### src/rtl/slm_pkg.sv
// Shared types and constants for the LIKE pattern matcher.
// Used by slm_cell and sql_like_wildcard_matcher; no dependencies.
`default_nettype none

package slm_pkg;

   localparam int PATTERN_MAX = 32;
   localparam int LEN_W       = $clog2(PATTERN_MAX + 1);

   localparam logic [7:0] CHAR_ANY_RUN = 8'h25;  // '%'
   localparam logic [7:0] CHAR_ANY_ONE = 8'h5F;  // '_'

   typedef enum logic [1:0] {
      CMD_PATTERN = 2'd0,
      CMD_SUBJECT = 2'd1,
      CMD_REPORT  = 2'd2
   } command_type;

   typedef struct packed {
      logic [1:0] command;
      logic [7:0] data_byte;
      logic       first_of_pattern;
   } req_beat_type;

   typedef struct packed {
      logic matched;
      logic pattern_overflow;
   } rsp_beat_type;

   // Per-cell controls driven from the top level.
   typedef struct packed {
      logic       head;      // position zero: active after restart
      logic       valid;     // position lies below the pattern length
      logic       write;     // store data_byte as this position's pattern byte
      logic       consume;   // advance by one subject byte
      logic       restart;   // drop back to the start of the subject
      logic [7:0] data_byte;
   } cell_ctrl_type;

endpackage

`default_nettype wire

### src/rtl/slm_cell.sv
// One pattern position: stored pattern byte and its active bit.
// Depends on slm_pkg; chained by sql_like_wildcard_matcher.
`default_nettype none

module slm_cell (
   input  wire logic                  clock,
   input  wire logic                  reset,
   input  wire slm_pkg::cell_ctrl_type ctrl,
   input  wire logic                  closure_in,  // '%' reach from the left neighbor
   input  wire logic                  step_in,     // byte match from the left neighbor
   output logic                       closure_out,
   output logic                       step_out,
   output logic                       closed
);

   logic [7:0] pat_ff;
   logic       active_ff;
   logic       active_in;
   logic       live;
   logic       is_run;
   logic       is_hit;

   always_comb begin
      closed      = active_ff | closure_in;
      live        = closed & ctrl.valid;
      is_run      = (pat_ff == slm_pkg::CHAR_ANY_RUN);
      is_hit      = (pat_ff == slm_pkg::CHAR_ANY_ONE) || (pat_ff == ctrl.data_byte);
      closure_out = live & is_run;
      step_out    = live & ~is_run & is_hit;
   end

   always_comb begin
      active_in = active_ff;
      if (ctrl.restart) begin
         active_in = ctrl.head;
      end else if (ctrl.consume) begin
         // a '%' keeps itself alive; otherwise the token arrives from the left
         active_in = closure_out | step_in;
      end
   end

   always_ff @(posedge clock) begin
      if (reset) begin
         active_ff <= ctrl.head;
      end else begin
         active_ff <= active_in;
      end
   end

   always_ff @(posedge clock) begin
      if (ctrl.write) begin
         pat_ff <= ctrl.data_byte;
      end
   end

endmodule

`default_nettype wire

### src/rtl/sql_like_wildcard_matcher.sv
// SQL LIKE matcher top level: command decode, pattern bookkeeping, cell chain.
// Depends on slm_pkg and slm_cell.
//
// Usage: req beats carry a command. Pattern beats (command 0) load the pattern
// one byte at a time, first_of_pattern clearing it; a zero byte closes it.
// Subject beats (command 1) stream subject bytes; a zero byte stops the
// subject. A report beat (command 2) yields one rsp beat with matched and
// pattern_overflow and restarts the subject. Other commands do nothing.
// Throughput: one req beat per cycle, bar a held-off report beat; each subject byte
// updates all pattern cells at once, the '%' closure rippling along the chain.
// Latency: the rsp beat is valid the cycle after its report beat is taken.
// The result sits in an output register; while it is stalled, pattern and
// subject beats are still taken and only a further report beat is held off.
// Reset: pattern empty, overflow clear, only position zero active, no rsp.
`default_nettype none

module sql_like_wildcard_matcher (
   input  wire logic                  clock,
   input  wire logic                  reset,
   input  wire logic                  req_valid,
   output logic                       req_stall,
   input  wire slm_pkg::req_beat_type req_beat,
   output logic                       rsp_valid,
   input  wire logic                  rsp_stall,
   output slm_pkg::rsp_beat_type      rsp_beat
);

   localparam int MAX   = slm_pkg::PATTERN_MAX;
   localparam int LEN_W = slm_pkg::LEN_W;

   logic [LEN_W-1:0]      len_ff, len_in;
   logic                  overflow_ff, overflow_in;
   logic                  closed_ff, closed_in;
   logic                  stopped_ff, stopped_in;
   logic                  end_active_ff, end_active_in;
   logic                  rsp_valid_ff, rsp_valid_in;
   slm_pkg::rsp_beat_type rsp_beat_ff, rsp_beat_in;

   logic                  accept;
   logic                  do_pattern, do_subject, do_report;
   logic                  consume;
   logic                  pat_write;
   logic [LEN_W-1:0]      eff_len;
   logic                  eff_closed;
   logic                  eff_overflow;

   logic [MAX:0]          closure_chain;
   logic [MAX:0]          step_chain;
   logic [MAX:0]          closed_vec;
   logic [MAX:0]          at_len;
   logic                  hit;

   slm_pkg::cell_ctrl_type cell_ctrl [MAX];

   assign req_stall = rsp_valid_ff && rsp_stall
                      && (req_beat.command == slm_pkg::CMD_REPORT);
   assign accept    = req_valid && !req_stall;

   always_comb begin
      do_pattern = 1'b0;
      do_subject = 1'b0;
      do_report  = 1'b0;
      unique case (req_beat.command)
         slm_pkg::CMD_PATTERN: do_pattern = accept;
         slm_pkg::CMD_SUBJECT: do_subject = accept;
         slm_pkg::CMD_REPORT:  do_report  = accept;
         default: ;
      endcase
   end

   // Pattern bookkeeping, with the clear applied ahead of the byte.
   always_comb begin
      eff_len      = req_beat.first_of_pattern ? '0 : len_ff;
      eff_closed   = req_beat.first_of_pattern ? 1'b0 : closed_ff;
      eff_overflow = req_beat.first_of_pattern ? 1'b0 : overflow_ff;
      len_in       = len_ff;
      closed_in    = closed_ff;
      overflow_in  = overflow_ff;
      pat_write    = 1'b0;
      if (do_pattern) begin
         len_in      = eff_len;
         closed_in   = eff_closed;
         overflow_in = eff_overflow;
         if (!eff_closed) begin
            if (req_beat.data_byte == 8'd0) begin
               closed_in = 1'b1;
            end else if (eff_len == LEN_W'(MAX)) begin
               overflow_in = 1'b1;
            end else begin
               pat_write = 1'b1;
               len_in    = eff_len + LEN_W'(1);
            end
         end
      end
   end

   assign consume = do_subject && !stopped_ff && (req_beat.data_byte != 8'd0);

   always_comb begin
      stopped_in = stopped_ff;
      if (do_pattern || do_report) begin
         stopped_in = 1'b0;
      end else if (do_subject && req_beat.data_byte == 8'd0) begin
         stopped_in = 1'b1;
      end
   end

   assign closure_chain[0] = 1'b0;
   assign step_chain[0]    = 1'b0;

   for (genvar i = 0; i < MAX; i++) begin : g_cell
      always_comb begin
         cell_ctrl[i].head      = (i == 0);
         cell_ctrl[i].valid     = (len_ff > LEN_W'(i));
         cell_ctrl[i].write     = pat_write && (eff_len == LEN_W'(i));
         cell_ctrl[i].consume   = consume;
         cell_ctrl[i].restart   = do_pattern || do_report;
         cell_ctrl[i].data_byte = req_beat.data_byte;
      end

      slm_cell u_cell (
         .clock       (clock),
         .reset       (reset),
         .ctrl        (cell_ctrl[i]),
         .closure_in  (closure_chain[i]),
         .step_in     (step_chain[i]),
         .closure_out (closure_chain[i+1]),
         .step_out    (step_chain[i+1]),
         .closed      (closed_vec[i])
      );
   end

   for (genvar j = 0; j <= MAX; j++) begin : g_at_len
      assign at_len[j] = (len_ff == LEN_W'(j));
   end

   // Position past the last cell: holds no pattern, only the token.
   assign closed_vec[MAX] = end_active_ff | closure_chain[MAX];

   always_comb begin
      end_active_in = end_active_ff;
      if (do_pattern || do_report) begin
         end_active_in = 1'b0;
      end else if (consume) begin
         end_active_in = step_chain[MAX];
      end
   end

   assign hit = |(closed_vec & at_len);

   always_comb begin
      rsp_valid_in = rsp_valid_ff;
      rsp_beat_in  = rsp_beat_ff;
      if (do_report) begin
         rsp_valid_in                 = 1'b1;
         rsp_beat_in.matched          = hit && !overflow_ff;
         rsp_beat_in.pattern_overflow = overflow_ff;
      end else if (!rsp_stall) begin
         rsp_valid_in = 1'b0;
      end
   end

   always_ff @(posedge clock) begin
      if (reset) begin
         len_ff        <= '0;
         overflow_ff   <= 1'b0;
         closed_ff     <= 1'b0;
         stopped_ff    <= 1'b0;
         end_active_ff <= 1'b0;
         rsp_valid_ff  <= 1'b0;
      end else begin
         len_ff        <= len_in;
         overflow_ff   <= overflow_in;
         closed_ff     <= closed_in;
         stopped_ff    <= stopped_in;
         end_active_ff <= end_active_in;
         rsp_valid_ff  <= rsp_valid_in;
      end
   end

   always_ff @(posedge clock) begin
      rsp_beat_ff <= rsp_beat_in;
   end

   assign rsp_valid = rsp_valid_ff;
   assign rsp_beat  = rsp_beat_ff;

endmodule

`default_nettype wire
### config.mk
export PLATFORM = sky130hd
export DESIGN_NAME = sql_like_wildcard_matcher
export DESIGN_NICKNAME = d
export VERILOG_FILES = /design/src/rtl/slm_pkg.sv /design/src/rtl/slm_cell.sv /design/src/rtl/sql_like_wildcard_matcher.sv
export SDC_FILE = /design/constraint.sdc
export NUM_CORES = 1
export LEC_CHECK = 0
export BUFFER_PORTS_ARGS = -buffer_cell sky130_fd_sc_hd__buf_2
export CAP_MARGIN = 10
export CORE_UTILIZATION = 40
export CTS_BUF_LIST = sky130_fd_sc_hd__clkbuf_8 sky130_fd_sc_hd__clkbuf_16
export DETAILED_ROUTE_END_ITERATION = 6
export PLACE_DENSITY = 0.63
export SETUP_SLACK_MARGIN = 0.05
export SLEW_MARGIN = 0
export SYNTH_ARGS = -nofsm -noshare
export SYNTH_HDL_FRONTEND = slang
export SYNTH_HIERARCHICAL = 1
export SYNTH_SLANG_ARGS = --single-unit
### constraint.sdc
create_clock -name clock -period 36.1 [get_ports clock]
set_clock_uncertainty 0.15 [all_clocks]
set_input_delay 1.805 -clock clock [delete_from_list [all_inputs] [get_ports clock]]
set_output_delay 1.805 -clock clock [all_outputs]
set_load 0.005 [all_outputs]
==> metrics.txt <==
critical hold path startpoint rsp_valid; WS Path Type flop to flop; Yosys top cell area share a little over half; run status complete, no violations; Routed Antenna Nets 0; Slew Limit Fails 0; # H-tree levels 2; WL/cell roughly 20 um; post-synthesis sequential area ratio 55.4%; pwr/cell area 43.8 mW/mm^2; Worst Tran Pin Value around 1.0 ns; CTS tree done; nets between 1000 and 1500; Post-route DRC 0; CP required approximately 36 ns; total die area ~0.041 mm^2; RSZ-0062 raised after global routing no; vias in the first global route about 11000; Root Buffer clkbuf_16; Pleak a little over 6 nW; CP endpoint kind flop; Sink Count 301; gr usage total 19.0%; commonest cells in the synthesized netlist 290 x edfxtp_1, 257 x xnor2_1, 72 x nor2_1; 1st-pass router iterations 5; EDFF count, synth 290; number of cells produced by synthesis 1283; Async S/R FF share, synth 0%; Final HPWL DP 25000 um; crit-path max FO 27; Cell variety after synth between 50 and 60; first-pass GRT wire length a little over 60000 um; CTS buffer count 35; post-route setup TNS 0 ns; Slew headroom between 30% and 40%; Starting DRT DRC Count between 700 and 800; Logic pwr share just over 7%; period utilization roughly half; sequential power share approximately half; Sw Share between 20 and 25%; # diodes 0; total number of vias 10650; Critical Path AT approximately 19 ns; Worst setup SP type flop; placed cell areas about 0.017 mm^2; setup bufs post-CTS 0; design area approximately 0.018 mm^2; Hold Vio Cnt, Final 0; area of the core about 0.040 mm^2; most frequent cell after synthesis edfxtp_1; synthesized area per cell approximately 13 um^2; worst setup path start len_ff[5]; Pint approximately 0.00062 W; total of max-cap violations 0; Post-Route WL between 30000 and 40000 um; Skew-Pair Late Insertion Delay around 0.54 ns; Post-CTS Hold Buffers 0; R2R Path Start len_ff[5]; pin count of the biggest net entering global routing 108; Critical Path Most Common Cell and3_4; CTS Buffer Depth 3; ys flop type edfxtp_1; DIE HEIGHT 203 um; peak per-stage delay on the critical path roughly 0.62 ns; Multi-input gate area slightly above 0.007 mm^2; fmax around 54 MHz; Sw Pwr about 0.00018 W; clock slew at reported path FFs roughly 0.060 ns; post-CTS sizing 0; minimum clock period around 18 ns; number of synthesized register bits 301; layout cells sized above 1 14.5%; synth top area cells edfxtp_1 54%, xnor2_1 14%, and4b_1 4.0%; grt ovf 0; synthesized area 0.0161 mm^2; Setup violations, final 0; routability cong. approximately 0.87; synth warn 6; fill cell count approximately 3500; top cell type by total area after synthesis edfxtp_1; Ports 19; row count between 70 and 80; initial antenna violation count 0; die width 203 um; Hold Path Class flop to flop; Via density around 5.5; Register Area 0.00893 mm^2; Worst VDD drop around 0.000021 V; slowest CP cell nor2_1; Clock Power Share 43.6%; Buffers on Ports 18; Syn-to-layout area delta 13.0%; starting density of the core between 40% and 50%
layer usage:
layer / vias to the layer above / wire (um) / GRT usage [%]
li1: 5076 / - / -
met1: 5299 / 18100 / 26.2
met2: 218 / 18100 / 31.2
met3: 57 / 1420 / 2.39
met4: 0 / 886 / 5.91
met5: - / 0 / 0
state kept, by name, summed over array words and instances, names as in the netlist:
signal,flops
rsp_valid,1
closed_ff,1
overflow_ff,1
len_ff,6
g_cell.u_cell/active_ff,32
g_cell.u_cell/pat_ff,256
rsp_beat,2
stopped_ff,1
end_active_ff,1
metrics by stage:
step	setup slack [ns]	hold slack (ns)	total power, W	std cells	util [%]
floorplan	19.06	0.282	0.000431	1315	-
global placement	18.05	0.335	0.000455	1856	42.9
detailed placement	17.80	0.350	0.000457	1856	42.9
CTS	17.79	0.355	0.000804	1920	45.8
global route	17.22	0.378	0.000822	1920	45.8
finish	17.71	0.352	0.000797	1920	45.8
logic make-up (layout without fill, tap and decap cells):
family / count (synthesis) / in the layout / share of synthesized area, %
AOI/OAI and AO/OA: 127 / 127 / 5.38
xor gates and xnor gates: 257 / 257 / 14.0
adders and majority gates: 4 / 4 / 0.311
buffers and inverters: 28 / 108 / 0.699
DFF: 301 / 301 / 55.4
muxes: 7 / 7 / 0.598
other: 2 / 34 / 0.0466
and+or+nand+nor: 557 / 557 / 23.6
power groups by stage:
stage,clock network (W),registers [W],logic (W)
after floorplan,0,0.000398,0.0000336
after global placement,0,0.000399,0.0000563
after detailed placement,0,0.000399,0.0000577
after CTS,0.000355,0.000392,0.0000580
after global routing,0.000366,0.000392,0.0000634
final,0.000347,0.000392,0.0000577
worst max-delay path: cells and delay by family (launching register included):
kind                   cells  cell delay [ns]
DFF                        1             0.29
and+or+nand+nor           67            17.03
AOI/OAI and AO/OA          3             0.40
buffers and inverters      1             0.21
worst paths after layout:
| check | end | slack [ns] | depth (start not counted) |
|---|---|---|---|
| worst max-delay path | rsp_beat[1] | 17.71 | 71 |
| worst min-delay path | rsp_valid | 0.35 | 2 |
| worst max register to register | rsp_beat[1] | 17.71 | 71 |
| worst min register to register | rsp_valid | 0.35 | 2 |
layout make-up:
type | instances | area share [%]
Inverter | 8 | 0.165
Sequential cell | 301 | 49.0
Clock inverter | 25 | 1.17
Multi-Input combinational cell | 986 | 39.6
Clock buffer | 39 | 5.11
Timing Repair Buffer | 36 | 1.35
Tap cell | 525 | 3.61
cell usage in the layout, fill, tap and decap left out, types with 6 or more instances in the layout:
master and count:
edfxtp_1 290, and4b_2 32, clkbuf_16 35, o21ai_0 48
nand2_1 38, inv_1 11, nor3_1 40, or2_2 34
xnor2_1 257, nand4_1 66, nor2b_1 6, nor2_1 72
clkinv_1 7, nand3_1 42, conb_1 34, buf_2 10
and4b_1 65, and3_4 32, o22a_1 32, dfxtp_1 11
a21oi_1 12, and3b_1 32, buf_4 26, and2_1 11
or3_1 65
No activity file was read; power rests on OpenSTA's default activity.
